==> config.mk <==
export PLATFORM = sky130hd
export DESIGN_NAME = button_debounce_gesture_detect_core
export DESIGN_NICKNAME = d
export VERILOG_FILES = /design/src/hdl/bdgd_pkg.sv /design/src/hdl/bdgd_debounce.sv /design/src/hdl/bdgd_matcher.sv /design/src/hdl/button_debounce_gesture_detect_core.sv
export SDC_FILE = /design/constraint.sdc
export NUM_CORES = 1
export LEC_CHECK = 0
export ABC_AREA = 0
export BUFFER_PORTS_ARGS = -buffer_cell sky130_fd_sc_hd__buf_2
export CAP_MARGIN = 20
export CORE_AREA = 2 2 300 154
export DETAILED_ROUTE_END_ITERATION = 10
export DIE_AREA = 0 0 302 156
export MAX_ROUTING_LAYER = met4
export PLACE_DENSITY_LB_ADDON = 0.2
export SYNTH_ARGS = -nofsm -noshare
export SYNTH_HDL_FRONTEND = slang
export SYNTH_SLANG_ARGS = --single-unit
==> constraint.sdc <==
create_clock -name clk -period 8.1 [get_ports clk]
set_clock_uncertainty 0.05 [all_clocks]
set_input_delay 0.81 -clock clk [delete_from_list [all_inputs] [get_ports clk]]
set_output_delay 0.81 -clock clk [all_outputs]
set_load 0.01 [all_outputs]
==> src/hdl/bdgd_pkg.sv <==
package bdgd_pkg;

  localparam int TickWidthDefault = 16;
  localparam int CfgWidth         = 16;
  localparam int CfgIndexWidth    = 3;

  // Register indexes on the configuration port
  localparam logic [CfgIndexWidth-1:0] REG_DEBOUNCE     = 3'd0;
  localparam logic [CfgIndexWidth-1:0] REG_QUIET        = 3'd1;
  localparam logic [CfgIndexWidth-1:0] REG_SHORT_MAX    = 3'd2;
  localparam logic [CfgIndexWidth-1:0] REG_LONG_MIN     = 3'd3;
  localparam logic [CfgIndexWidth-1:0] REG_LONG_MAX     = 3'd4;
  localparam logic [CfgIndexWidth-1:0] REG_AGE_LIMIT    = 3'd5;

  // Reset values of the registers
  localparam logic [CfgWidth-1:0] DebounceReset  = 16'd20;
  localparam logic [CfgWidth-1:0] QuietReset     = 16'd501;
  localparam logic [CfgWidth-1:0] ShortMaxReset  = 16'd300;
  localparam logic [CfgWidth-1:0] LongMinReset   = 16'd600;
  localparam logic [CfgWidth-1:0] LongMaxReset   = 16'd2000;
  localparam logic [CfgWidth-1:0] AgeLimitReset  = 16'd4000;

  // Final step of each matcher
  localparam int SingleLast = 2;
  localparam int DoubleLast = 4;
  localparam int LongLast   = 2;

  typedef enum logic [1:0] {
    GEST_NONE   = 2'd0,
    GEST_SINGLE = 2'd1,
    GEST_DOUBLE = 2'd2,
    GEST_LONG   = 2'd3
  } gesture_t;

  typedef struct packed {
    logic        raw_pressed;
    logic [15:0] now_ticks;
  } in_item_t;

  typedef struct packed {
    logic [1:0] gesture;
    logic       stable_pressed;
  } out_item_t;

  typedef struct packed {
    logic [CfgWidth-1:0] debounce_ticks;
    logic [CfgWidth-1:0] quiet_release_ticks;
    logic [CfgWidth-1:0] short_max_ticks;
    logic [CfgWidth-1:0] long_min_ticks;
    logic [CfgWidth-1:0] long_max_ticks;
    logic [CfgWidth-1:0] age_limit_ticks;
  } cfg_t;

endpackage

==> src/hdl/bdgd_debounce.sv <==
module bdgd_debounce #(
  parameter int TICK_WIDTH = bdgd_pkg::TickWidthDefault
) (
  input  logic                          clk,
  input  logic                          rst,
  input  logic                          en,
  input  logic                          raw,
  input  logic [TICK_WIDTH-1:0]         now,
  input  logic [bdgd_pkg::CfgWidth-1:0] debounce_ticks,
  output logic                          level_next
);

  localparam int CW = (TICK_WIDTH > bdgd_pkg::CfgWidth) ? TICK_WIDTH : bdgd_pkg::CfgWidth;

  logic                  last_raw;
  logic                  settling;
  logic                  level;
  logic [TICK_WIDTH-1:0] settle_start;

  logic                  settling_next;
  logic [TICK_WIDTH-1:0] settle_start_next;
  logic [TICK_WIDTH-1:0] held;

  always_comb begin
    held              = now - settle_start;
    settling_next     = settling;
    settle_start_next = settle_start;
    level_next        = level;
    if (raw != last_raw) begin
      settle_start_next = now;
      settling_next     = 1'b1;
    end else if (settling) begin
      if (CW'(held) > CW'(debounce_ticks)) begin
        settling_next = 1'b0;
        level_next    = raw;
      end
    end
  end

  always_ff @(posedge clk) begin
    if (rst) begin
      last_raw     <= 1'b0;
      settling     <= 1'b0;
      level        <= 1'b0;
      settle_start <= '0;
    end else if (en) begin
      last_raw     <= raw;
      settling     <= settling_next;
      level        <= level_next;
      settle_start <= settle_start_next;
    end
  end

endmodule

==> src/hdl/bdgd_matcher.sv <==
module bdgd_matcher #(
  parameter int TICK_WIDTH = bdgd_pkg::TickWidthDefault,
  parameter int LAST       = bdgd_pkg::SingleLast,
  parameter bit IS_LONG    = 1'b0
) (
  input  logic           clk,
  input  logic           rst,
  input  logic           en,
  input  bdgd_pkg::cfg_t cfg,
  input  logic [((TICK_WIDTH > bdgd_pkg::CfgWidth) ? TICK_WIDTH : bdgd_pkg::CfgWidth)-1:0] age,
  input  logic           cur,
  input  logic           prev,
  output logic           fire
);

  localparam int CW = (TICK_WIDTH > bdgd_pkg::CfgWidth) ? TICK_WIDTH : bdgd_pkg::CfgWidth;
  localparam int SW = $clog2(LAST + 1);
  localparam logic [SW-1:0] LastStep = SW'(LAST);

  logic [SW-1:0] step;
  logic [SW-1:0] step_next;
  logic [SW-1:0] s;
  logic [CW-1:0] lim_min;
  logic [CW-1:0] lim_max;
  logic          is_final;
  logic          ok;

  always_comb begin
    s = (step > LastStep) ? '0 : step;

    // limits of the phase that is ending
    lim_min  = CW'(cfg.quiet_release_ticks);
    lim_max  = '0;
    is_final = 1'b0;
    if (s == '0) begin
      is_final = 1'b0;
    end else if (s == LastStep) begin
      is_final = 1'b1;
    end else if (IS_LONG) begin
      lim_min = CW'(cfg.long_min_ticks);
      lim_max = CW'(cfg.long_max_ticks);
    end else begin
      lim_min = '0;
      lim_max = CW'(cfg.short_max_ticks);
    end

    ok        = (lim_min <= age) && ((lim_max == '0) || (lim_max >= age));
    step_next = s;
    fire      = 1'b0;
    if (cur != prev) begin
      if (cur || (s != '0)) begin
        // a press past the final step restarts
        step_next = (ok && (s < LastStep)) ? s + SW'(1) : '0;
      end
    end else if (!cur && (s != '0) && is_final && (age >= lim_min)) begin
      step_next = '0;
      fire      = 1'b1;
    end
  end

  always_ff @(posedge clk) begin
    if (rst) begin
      step <= '0;
    end else if (en) begin
      step <= step_next;
    end
  end

endmodule

==> src/hdl/button_debounce_gesture_detect_core.sv <==
// Button debounce and gesture detector. Each input item is one poll of a push
// button (raw level plus a wrapping tick timestamp) and yields exactly one
// result item: the debounced level after the poll and a gesture code (none,
// single click, double click, long press; long beats double beats single).
// Items pass through an input register and a result register with the whole
// debounce and matcher update in between, so one item is taken per clock
// unless the input stalls; a result is registered as its item leaves the
// input register. A stalled result holds the input register, so the input
// stalls only while the result register is full and stalled. Timing follows
// the timestamps only, never the clock or the poll rate. The user must write
// registers via cfg_we/cfg_index/cfg_data only while no item is in flight (not
// enforced by the block); indexes past the last register are ignored.
module button_debounce_gesture_detect_core #(
  parameter int TICK_WIDTH = bdgd_pkg::TickWidthDefault
) (
  input  logic                               clk,
  input  logic                               rst,
  // input items
  input  logic                               in_valid,
  output logic                               in_stall,
  input  bdgd_pkg::in_item_t                 in_item,
  // result items
  output logic                               out_valid,
  input  logic                               out_stall,
  output bdgd_pkg::out_item_t                out_item,
  // register writes
  input  logic                               cfg_we,
  input  logic [bdgd_pkg::CfgIndexWidth-1:0] cfg_index,
  input  logic [bdgd_pkg::CfgWidth-1:0]      cfg_data
);

  localparam int CW = (TICK_WIDTH > bdgd_pkg::CfgWidth) ? TICK_WIDTH : bdgd_pkg::CfgWidth;

  // configuration registers
  bdgd_pkg::cfg_t cfg;

  always_ff @(posedge clk) begin
    if (rst) begin
      cfg.debounce_ticks      <= bdgd_pkg::DebounceReset;
      cfg.quiet_release_ticks <= bdgd_pkg::QuietReset;
      cfg.short_max_ticks     <= bdgd_pkg::ShortMaxReset;
      cfg.long_min_ticks      <= bdgd_pkg::LongMinReset;
      cfg.long_max_ticks      <= bdgd_pkg::LongMaxReset;
      cfg.age_limit_ticks     <= bdgd_pkg::AgeLimitReset;
    end else if (cfg_we) begin
      case (cfg_index)
        bdgd_pkg::REG_DEBOUNCE:  cfg.debounce_ticks      <= cfg_data;
        bdgd_pkg::REG_QUIET:     cfg.quiet_release_ticks <= cfg_data;
        bdgd_pkg::REG_SHORT_MAX: cfg.short_max_ticks     <= cfg_data;
        bdgd_pkg::REG_LONG_MIN:  cfg.long_min_ticks      <= cfg_data;
        bdgd_pkg::REG_LONG_MAX:  cfg.long_max_ticks      <= cfg_data;
        bdgd_pkg::REG_AGE_LIMIT: cfg.age_limit_ticks     <= cfg_data;
        default: ;
      endcase
    end
  end

  // input register; it advances whenever the result register is free or drains
  logic               in_q_valid;
  bdgd_pkg::in_item_t in_q;
  logic               adv;

  assign adv      = in_q_valid && (!out_valid || !out_stall);
  assign in_stall = in_q_valid && !adv;

  always_ff @(posedge clk) begin
    if (rst) begin
      in_q_valid <= 1'b0;
    end else if (!in_stall) begin
      in_q_valid <= in_valid;
    end
  end

  always_ff @(posedge clk) begin
    if (in_valid && !in_stall) begin
      in_q <= in_item;
    end
  end

  // timestamp taken modulo 2^TICK_WIDTH
  logic [CW-1:0]         now_cw;
  logic [TICK_WIDTH-1:0] now;
  assign now_cw = CW'(in_q.now_ticks);
  assign now    = TICK_WIDTH'(now_cw);

  // debounce
  logic cur;

  bdgd_debounce #(
    .TICK_WIDTH (TICK_WIDTH)
  ) u_debounce (
    .clk            (clk),
    .rst            (rst),
    .en             (adv),
    .raw            (in_q.raw_pressed),
    .now            (now),
    .debounce_ticks (cfg.debounce_ticks),
    .level_next     (cur)
  );

  // edge timing
  logic                  last_debounced;
  logic [TICK_WIDTH-1:0] last_edge_time;
  logic [TICK_WIDTH-1:0] last_edge_time_next;
  logic [TICK_WIDTH-1:0] age;
  logic [CW-1:0]         age_cw;

  assign age    = now - last_edge_time;
  assign age_cw = CW'(age);

  always_comb begin
    last_edge_time_next = last_edge_time;
    if (cur != last_debounced) begin
      last_edge_time_next = now;
    end else if (age_cw > CW'(cfg.age_limit_ticks)) begin
      // saturate the age; matchers still saw the full age this poll
      last_edge_time_next = TICK_WIDTH'(now_cw - CW'(cfg.age_limit_ticks));
    end
  end

  always_ff @(posedge clk) begin
    if (rst) begin
      last_debounced <= 1'b0;
      last_edge_time <= '0;
    end else if (adv) begin
      last_debounced <= cur;
      last_edge_time <= last_edge_time_next;
    end
  end

  // three matchers in parallel
  logic fire_single;
  logic fire_double;
  logic fire_long;

  bdgd_matcher #(
    .TICK_WIDTH (TICK_WIDTH),
    .LAST       (bdgd_pkg::SingleLast),
    .IS_LONG    (1'b0)
  ) u_single (
    .clk  (clk),
    .rst  (rst),
    .en   (adv),
    .cfg  (cfg),
    .age  (age_cw),
    .cur  (cur),
    .prev (last_debounced),
    .fire (fire_single)
  );

  bdgd_matcher #(
    .TICK_WIDTH (TICK_WIDTH),
    .LAST       (bdgd_pkg::DoubleLast),
    .IS_LONG    (1'b0)
  ) u_double (
    .clk  (clk),
    .rst  (rst),
    .en   (adv),
    .cfg  (cfg),
    .age  (age_cw),
    .cur  (cur),
    .prev (last_debounced),
    .fire (fire_double)
  );

  bdgd_matcher #(
    .TICK_WIDTH (TICK_WIDTH),
    .LAST       (bdgd_pkg::LongLast),
    .IS_LONG    (1'b1)
  ) u_long (
    .clk  (clk),
    .rst  (rst),
    .en   (adv),
    .cfg  (cfg),
    .age  (age_cw),
    .cur  (cur),
    .prev (last_debounced),
    .fire (fire_long)
  );

  // priority: long, then double, then single
  bdgd_pkg::gesture_t gesture;

  always_comb begin
    if (fire_long) begin
      gesture = bdgd_pkg::GEST_LONG;
    end else if (fire_double) begin
      gesture = bdgd_pkg::GEST_DOUBLE;
    end else if (fire_single) begin
      gesture = bdgd_pkg::GEST_SINGLE;
    end else begin
      gesture = bdgd_pkg::GEST_NONE;
    end
  end

  // result register
  always_ff @(posedge clk) begin
    if (rst) begin
      out_valid <= 1'b0;
    end else if (adv) begin
      out_valid <= 1'b1;
    end else if (!out_stall) begin
      out_valid <= 1'b0;
    end
  end

  always_ff @(posedge clk) begin
    if (adv) begin
      out_item.gesture        <= gesture;
      out_item.stable_pressed <= cur;
    end
  end

endmodule
### Word-level counts from Yosys, hierarchy flattened

Index checks and enable logic that the tools add are counted.

* add/sub/neg operators: 6
* $mul: 0
* div/mod/pow operators: 0
* order comparisons: 17
* equal/unequal tests: 11
* shifts and indexed selects: 0
* mux-type cells: 51
* bitwise gates (word level): 0
* reduce and logical (&&, ||, !) cells: 50

Operators by type and width (number)
* two-way mux 16 bit: 14
* >= comparator 16 bit: 6
* less-or-equal comparator 16 bit: 3
* logical NOT 16 bit: 3
* subtractor 16 bit: 3
* > comparator 16 bit: 2
* two-way mux 1 bit: 22
* two-way mux 2 bit: 10
* logical AND 1 bit: 18
* AND reduction 2 bit: 8
* two-way mux 3 bit: 5
* equality test 3 bit (second input constant): 3
* logical OR 1 bit: 7
* equality test 3 x 2 -> 1 bit (second input constant): 2
* logical NOT 3 bit: 2
* nonzero test 2 bit: 3
* logical NOT 1 bit: 5
* adder 2 x 1 -> 2 bit (second input constant): 2
* equality test 2 bit (second input constant): 2
* > comparator 2 bit (second input constant): 2
* logical NOT 2 bit: 2
* less-than comparator 2 bit (second input constant): 2
* adder 3 x 1 -> 3 bit (second input constant): 1
* equality test 3 x 1 -> 1 bit (second input constant): 1
* other kinds (6): 7

* bits in registers: 160
* bits in latches: 0
* bits in writable memories: 0
* bits in read-only memories: 0
* bits of input ports: 41
* output and inout bits: 5
* word-level logic and storage cells: 156
* memories: 0

### Logic depth before layout (Yosys ltp)

Gate-level depths: netlist of run 1.

* depth after elaboration: 13
* mapped depth: 23
* depth with buffers taken out: 23

### Modules after synthesis

A second synthesis of run 1 with hierarchy kept.

* cells, all modules: 1567
* area total of the unflattened synthesis: 12487.0 sq um

Modules (own cells, without submodules)
* button_debounce_gesture_detect_core: instances 1, cells an instance 834, area an instance 6865.3 sq um, sequential area each 2902.8 sq um
* bdgd_debounce: instances 1, cells an instance 235, area an instance 1874.3 sq um, sequential area each 380.4 sq um
* bdgd_matcher at u_long: instances 1, cells an instance 169, area an instance 1318.8 sq um, sequential area each 40.0 sq um
* bdgd_matcher at u_single: instances 1, cells an instance 168, area an instance 1252.5 sq um, sequential area each 40.0 sq um
* bdgd_matcher at u_double: instances 1, cells an instance 161, area an instance 1176.1 sq um, sequential area each 60.1 sq um

### Worst setup path before layout of run 1

OpenSTA, ideal clock, no wires.

* kind: register to register
* start: register in_q (netlist bit now[0])
* end: register out_item[1] (netlist bit) (data pin)
* library setup time: 0.135 ns
* arrival time: 4.658 ns
* required time: 7.915 ns
* path slack: 3.257 ns
* stages on the path, launching flop included: 24
* buffers on the path: 0
* period minus slack after synthesis: 4.843 ns
* cells stage by stage: edfxtp_1 inv_1 ha_1 fa_1 nor2b_1 o21a_1 o21ai_0 a21oi_1 o2111ai_1 a31oi_1 a21o_1 a21oi_1 xnor2_1 ha_1 nand4_2 or4_4 or2_4 and4_4 mux2i_4 and2_4 inv_2 or4b_4 o21a_1 nor2_2

* cells in the longest elaborated chain, start to end: 13
* elaborated cells between the ends (all ways): 28
* those cells by class: add/sub: 2; order compare: 4; eq/ne: 1; mux: 11; reduce/logical: 10

Ends and longest elaborated chain
* start: declaration: line button_debounce_gesture_detect_core.sv:60 `bdgd_pkg::in_item_t in_q;`
* start signal: assignment: line button_debounce_gesture_detect_core.sv:76 `in_q <= in_item;`
* subtractor 16 bit *: line bdgd_debounce.sv:25 `held = now - settle_start;`
* > comparator 16 bit *: line bdgd_debounce.sv:33 `if (CW'(held) > CW'(debounce_ticks)) begin`
* two-way mux 1 bit *: line bdgd_debounce.sv:33
* two-way mux 1 bit *: line bdgd_debounce.sv:32 `end else if (settling) begin`
* two-way mux 1 bit *: line bdgd_debounce.sv:29 `if (raw != last_raw) begin`
* named net cur: line button_debounce_gesture_detect_core.sv:87 `logic cur;`
* logical NOT 1 bit: line bdgd_matcher.sv:55 `end else if (!cur && (s != '0) && is_final && (age >= lim_min)) begin`
* logical AND 1 bit (3 in series): line bdgd_matcher.sv:55
* two-way mux 1 bit: line bdgd_matcher.sv:55
* two-way mux 1 bit: line bdgd_matcher.sv:50 `if (cur != prev) begin`
* two-way mux 1 bit: line button_debounce_gesture_detect_core.sv:189 `end else if (fire_single) begin`
* two-way mux 1 bit: line button_debounce_gesture_detect_core.sv:187 `end else if (fire_double) begin`
* end: declaration: line button_debounce_gesture_detect_core.sv:25 `output bdgd_pkg::out_item_t out_item,`

Mark *: on every way through the listed nets, which the timed path passes. The rest lies on a longest branch.
A chain may end at the register's enable or synchronous reset.

### Worst setup path after layout of run 1

* start: register in_q (netlist bit now[1])
* end: register u_single.step[0]

* cells in the longest elaborated chain, start to end: 11
* elaborated cells between the ends (all ways): 22
* those cells by class: add/sub: 2; order compare: 4; eq/ne: 1; mux: 7; reduce/logical: 8

Ends and longest elaborated chain
* subtractor 16 bit: line bdgd_debounce.sv:25
* > comparator 16 bit: line bdgd_debounce.sv:33
* two-way mux 1 bit: line bdgd_debounce.sv:33
* two-way mux 1 bit: line bdgd_debounce.sv:32
* two-way mux 1 bit: line bdgd_debounce.sv:29
* logical NOT 1 bit: line bdgd_matcher.sv:55
* logical AND 1 bit (3 in series): line bdgd_matcher.sv:55
* two-way mux 2 bit: line bdgd_matcher.sv:55
* two-way mux 2 bit *: line bdgd_matcher.sv:50
* end signal: assignment: line bdgd_matcher.sv:65 `step <= step_next;`
* end: declaration: line bdgd_matcher.sv:20 `logic [SW-1:0] step;`

Every way passes the cells marked *; elsewhere a longest branch is shown, timed or not.

==> results of run 1 <==
sequential cells by signal, indices dropped and copies added (netlist names), 2 cells and up:
name,flops
u_debounce.settle_start,16
u_single.step,2
out_item,3
cfg,96
u_double.step,3
now,16
last_edge_time,16
u_long.step,2
cells in the final DEF, fill, tap and decap left out, drive strengths merged, types with 16 or more instances in the layout:
| cell type | n |
|---|---|
| and2 | 53 |
| buf | 56 |
| ha | 181 |
| o21ai | 47 |
| nand3b | 30 |
| inv | 107 |
| nor2 | 81 |
| a21oi | 137 |
| dfxtp | 140 |
| mux2i | 19 |
| nand2 | 261 |
| nor2b | 50 |
| o21a | 16 |
| xnor2 | 31 |
| nand4 | 26 |
| a21o | 18 |
| edfxtp | 20 |
| a311oi | 17 |
| clkbuf | 20 |
| nand3 | 23 |
worst reg2reg max path, cell delays in order, from the launching register on:
cell	delay (ns)
edfxtp_1	0.49
ha_1	0.34
a21oi_1	0.21
o21ai_0	0.16
nor4_1	0.37
o31ai_1	0.23
o41ai_1	0.72
o2111ai_1	0.22
a21oi_1	0.29
xor2_1	0.62
ha_1	0.38
a211o_1	0.27
a21oi_1	0.10
o21ai_0	0.10
o221ai_1	0.49
or4b_1	0.50
or3_1	0.32
a311oi_1	0.26
layer usage:
metal | up-vias | wire, um | GRT usage | part of all wire
met5 | - | 0 | - | 0
met4 | 0 | 282 | 0.03182 | 0.0070
met3 | 21 | 2942 | 0.04428 | 0.073
met2 | 286 | 13390 | 0.2003 | 0.33
met1 | 4839 | 23570 | 0.2952 | 0.59
li1 | 5197 | - | - | -
per-stage QoR:
stage / hold slack, ns / setup slack, ns
floorplan: 0.3829 / 3.257
global route: 0.4267 / 1.560
detailed placement: 0.3949 / 1.915
finish: 0.4066 / 1.897
CTS: 0.4073 / 1.837
global placement: 0.3916 / 2.070
layout make-up:
type / count / area share
repair buffers: 56 / 0.02686
flip-flops and latches: 160 / 0.2554
well taps: 598 / 0.05616
clock inverters: 12 / 0.008827
clock buffers: 20 / 0.03512
inverters: 100 / 0.02817
multi-input cells: 1158 / 0.5894
power by group:
part	switching, mW	internal [mW]	total [mW]
Combinational	0.674	0.399	1.07
Sequential	0.0320	0.842	0.874
Clock	0.405	0.457	0.862
Total	1.11	1.70	2.81
cell families (layout without fill, tap and decap cells):
kind of cell	after synthesis	after routing	synth area share
mux	34	34	0.03141
compound gates	299	299	0.1543
buf+inv	154	188	0.04907
flops	160	160	0.2876
xor+xnor	41	41	0.03035
simple gates	600	600	0.2507
fa+ha+maj	184	184	0.1965
final timing paths:
check          start  slack [ns]                to
max           now[1]        1.90  u_single.step[0]
min          cfg[37]        0.41           cfg[37]
max reg2reg   now[1]        1.90  u_single.step[0]
min reg2reg  cfg[37]        0.41           cfg[37]
==> key figures, run 1 <==
Placed design
  – HPWL Detailed: 31.33 mm
  – Input/output buffers: 45
  – Placed cells: 2070
  – Placer Congestion: 0.8839
  – Placed cell area: 12700 um^2

Pwr
  – Leak: 5.595 nW
  – Tot Pwr: 2.809 mW
  – Peak VDD IR: 0.1595 mV
  – Pwr dens: 210.8 nW/um^2

Setup path
  – Arrival time at the worst endpoint: 6.52 ns
  – CP top delay family: compound AO/OA/AOI/OAI gates
  – Data required, critical path: 8.42 ns
  – Cell breakdown of the critical path: ha_1 > a21oi_1 > o21ai_0 > nor4_1 > o31ai_1 > o41ai_1 > o2111ai_1 > a21oi_1 > xor2_1 > ha_1 > a211o_1 > a21oi_1 > o21ai_0 > o221ai_1 > or4b_1 > or3_1 > a311oi_1
  – Critical path launch point type: register
  – Worst Path Buf+Inv: 0
  – R2R cell count: 17
  – Largest stage delay on the critical path: 0.72 ns
  – Critical setup path kind: register to register
  – CP Depth: 17
  – Worst Path Max Fanout: 6
  – Critical-path top delay cell: o41ai_1
  – Crit path top cell by count: a21oi_1
  – CP Capture Type: register

Die
  – Starting Density: 0.2657
  – I/O pin cnt: 46
  – Chip Height: 156 um
  – Full die area: 47110 um^2
  – Row count: 55
  – Core area: 44520 um^2
  – Die Wd: 302 um

Logic synthesis
  – Primary FF master, synth: dfxtp_1
  – Synth top cells by count: 261 x nand2_1, 181 x ha_1, 140 x dfxtp_1
  – Synth top area share: 0.2369
  – Most frequent cell after synthesis: nand2_1
  – Post-synth cell types: 72
  – #FFs+latches synth: 160
  – Avg Inst Size Synth: 8.038 um^2
  – Synth Net Count: 1697
  – Mapped cell area: 11830 um^2
  – Number of enable flip-flop cells after synthesis: 20
  – Mapped Cells: 1472
  – Seq/Total Area, Yosys: 0.2876
  – FFs w/ async S/R, synth: 0
  – Synthesis Warnings: 0
  – Synth area leader: dfxtp_1
  – Synth top area cells: dfxtp_1 24%, ha_1 19%, nand2_1 8.3%

Route
  – Post-Route WL: 40.19 mm
  – Mean routed wirelength per cell: 19.10 um
  – Vias/cell: 4.916
  – Routed vias: 10340
  – Number of nets with antenna violations after routing: 0
  – Drt first pass iters: 5
  – DR DRC count: 0
  – Initial DRC Count: 828

Final layout
  – Nets: 1718
  – Filler cells: 4771
  – Area of the multi-input gates: 7854 um^2
  – Diodes inserted: 0
  – Post-Layout Cell Count: 2104
  – Utilization after layout: 0.2993
  – Layout cell share with drive strength beyond 1: 0.08234
  – Register area: 3403 um^2
  – Area delta synth->final: 12.62%
  – Fin area: 13320 um^2

Global route
  – Antenna violations before repair: 0
  – Global-route wire length before repair: 60.72 mm
  – Tot GR Track Use: 0.1783
  – Global route overflow: 0
  – Vias in the first global route: 9325
  – Largest net degree at the start of global routing: 98

Clocking
  – CTS Hold Bufs: 0
  – Clk buf depth: 2
  – Clock Sinks: 160
  – Worst-skew pair later-pin latency: 0.47 ns
  – Num CTS Buffers: 17
  – H-tree Lvls: 4
  – Post-cts sizing count: 0
  – Reg clk slew, reported paths: 0.08 ns
  – Postcts setup bufs: 0
  – CTS tree: built
  – Root buffer cell: clkbuf_16

STA
  – Tmin final: 6.203 ns
  – RSZ-0062 raised after global routing: false
  – Final period util: 0.7658
  – Setup TNS: 0 ns
  – Slew HR: 0.2578
  – Final setup fails: 0
  – Final hold viol count: 0
  – Actual slew at the worst max-slew pin: 1.099 ns
  – Max-slew violations: 0
  – Max Freq: 0.1612 GHz

Worst hold path
  – Hold depth: 2
  – Worst hold path class: register to register

Run
  – Max Cap Viol: 0

Status
  – Outcome: finished clean
Note: power is estimated with default switching activity, not from simulation.
==> run 2: changes to the inputs <==
Clock period 8.1 ns to 5.2 ns, I/O delays scaled along.
==> run 2 against run 1 <==
Compared with the run above: combinational power increased by 91%; total power increased by 68%; sequential cell count unchanged; first-iteration DRC count increased by 5.3%; count of clock-buffer cells in the layout increased by 4; sequential power increased by 56%; non-clock buffer count increased by 78; core utilization increased by 2.2 points; clock power increased by 54%.
==> key figures, run 2 (synthesis gave the netlist of run 1 again) <==
Die
  – Full die area: 47110 um^2 (unchanged)
  – Starting Density: 0.2657 (unchanged)
  – Core area: 44520 um^2 (unchanged)
  – Row count: 55 (unchanged)
  – Die Wd: 302 um (unchanged)
  – Chip Height: 156 um (unchanged)
  – I/O pin cnt: 46 (unchanged)

Route
  – Post-Route WL: 41.76 mm (+3.9%)
  – Number of nets with antenna violations after routing: 0 (unchanged)
  – Initial DRC Count: 872 (+5.3%)
  – Mean routed wirelength per cell: 19.13 um (+0.15%)
  – Drt first pass iters: 5 (unchanged)
  – Routed vias: 10710 (+3.6%)
  – Vias/cell: 4.907 (-0.18%)
  – DR DRC count: 0 (unchanged)

Global route
  – Global-route wire length before repair: 62.69 mm (+3.2%)
  – Largest net degree at the start of global routing: 81 (-17%)
  – Global route overflow: 0 (unchanged)
  – Antenna violations before repair: 1 (+1)
  – Tot GR Track Use: 0.1847 (+0.006412)
  – Vias in the first global route: 9820 (+5.3%)

Clocking
  – CTS tree: built
  – Worst-skew pair later-pin latency: 0.47 ns (about the same)
  – Num CTS Buffers: 17 (unchanged)
  – Root buffer cell: clkbuf_16
  – Reg clk slew, reported paths: 0.07 ns (about the same)
  – Clk buf depth: 2 (unchanged)
  – Clock Sinks: 160 (unchanged)
  – CTS Hold Bufs: 0 (unchanged)
  – H-tree Lvls: 4 (unchanged)

Status
  – Outcome: finished clean

Setup path
  – Critical path launch point type: register
  – Arrival time at the worst endpoint: 5.42 ns (-1.10 ns)
  – CP Capture Type: register
  – Worst Path Max Fanout: 5 (-1)
  – Data required, critical path: 5.52 ns (-2.90 ns)
  – Critical setup path kind: register to register

Final layout
  – Max reg flops: 96 (unchanged)
  – Top reg by flops: cfg
  – Area of the multi-input gates: 8229 um^2 (+4.8%)
  – Most frequent cells in the layout: 261 x nand2_1, 174 x ha_1, 140 x dfxtp_1
  – Filler cells: 4690 (-1.7%)
  – Nets: 1796 (+4.5%)
  – Most common cell after layout, fill and taps aside: nand2_1
  – Layout cell share with drive strength beyond 1: 0.1629 (+0.08054)
  – Register area: 3403 um^2 (unchanged)
  – Area delta synth->final: 20.87%
  – Utilization after layout: 0.3212 (+0.02192)

STA
  – Final setup fails: 0 (unchanged)
  – Final period util: 0.9810 (+0.2152)
  – Setup TNS: 0 ns (unchanged)
  – Max Freq: 0.1960 GHz (+22%)
  – Final hold viol count: 0 (unchanged)
  – Max-slew violations: 0 (unchanged)
  – RSZ-0062 raised after global routing: true
  – Tmin final: 5.101 ns (-1.102 ns)
  – Slew HR: 0.2679 (+0.01017)
  – Actual slew at the worst max-slew pin: 1.098 ns (-0.0008718 ns)

Placed design
  – HPWL Detailed: 32.87 mm (+4.9%)
  – Input/output buffers: 45 (unchanged)
  – Placer Congestion: 0.9217 (+4.3%)

Pwr
  – Leak: 6.020 nW (+7.6%)
  – Peak VDD IR: 0.2712 mV (+70%)
  – Pwr dens: 330.8 nW/um^2 (+57%)

Worst hold path
  – Worst hold path class: input pin to register

Run
  – Max Cap Viol: 0 (unchanged)
## run 2: changes by cell type in the layout (fill, tap and decap cells not counted), moves of 4 or more
cell     change
ha_4         +7
ha_1         -7
a21oi_2     +12
o21ai_2      +5
inv_6        -4
o21ai_0      -7
a21oi_1     -12
buf_4       +74
## run 2: stage by stage
step	hold WS [ns]	setup slack, ns	cell area (um^2)	power (mW)	instances
6_report	0.1848	0.09871	14300	4.730	2183
5_1_grt	0.1611	-0.06759	14300	5.018	2182
4_1_cts	0.1569	0.01033	14000	4.644	2174
3_5_place_dp	0.3962	-0.6668	13210	3.209	2135
3_3_place_gp	0.3932	-0.7195	13170	3.193	2133
2_1_floorplan	0.3829	0.3573	11830	2.466	1472
## run 2: worst max-delay path: stages, from the launching register on
cell and delay, ns:
edfxtp_1 0.46, ha_1 0.32, a21oi_2 0.17, o21ai_1 0.13, nor4_2 0.18, buf_4 0.17, o31ai_4 0.09, o41ai_2 0.25
buf_4 0.18, o2111ai_2 0.17, a21oi_2 0.20, xor2_1 0.10, buf_4 0.20, ha_4 0.29, nand4_1 0.17, or4_1 0.45
o22ai_2 0.19, a31oi_4 0.08, or4_4 0.52, or3_1 0.36, a311oi_1 0.25
## run 2: worst paths after layout
kind	from	to	slack, ns	cells past startpoint
worst max-delay path	now[1]	u_long.step[0]	0.1	20
worst min-delay path	in_item[5]	now[5]	0.18	1
worst max register to register	now[1]	u_long.step[0]	0.1	20
worst min register to register	cfg[89]	cfg[89]	0.40	2
## run 2: what timing repair did
| item | 4_1_cts | 5_1_grt |
|---|---|---|
| setup buffers | 7 | 10 |
| pin swaps | 18 | 53 |
| endpoints found under the setup margin | 19 | 25 |
| gates resized for setup | 31 | 49 |
## run 2: cell type report
| cell class | instances | share of cell area |
|---|---|---|
| Clock buffer | 24 | 0.03596 |
| Sequential cell | 160 | 0.2380 |
| Inverter | 100 | 0.02642 |
| Antenna cell | 1 | 0.0001750 |
| Timing Repair Buffer | 134 | 0.06641 |
| Multi-Input combinational cell | 1158 | 0.5755 |
| Tap cell | 598 | 0.05232 |
| Clock inverter | 8 | 0.005250 |
## run 2: per-layer routing
metal	track usage	share of wire
met1	0.3117	0.60
met2	0.2047	0.33
met3	0.03996	0.065
met4	0.03324	0.0074
met5	-	0
## run 2: power breakdown
part | internal, mW | total [mW] | switching (mW)
sequential | 1.31 | 1.36 | 0.0480
clock | 0.742 | 1.33 | 0.588
combinational | 0.864 | 2.04 | 1.18
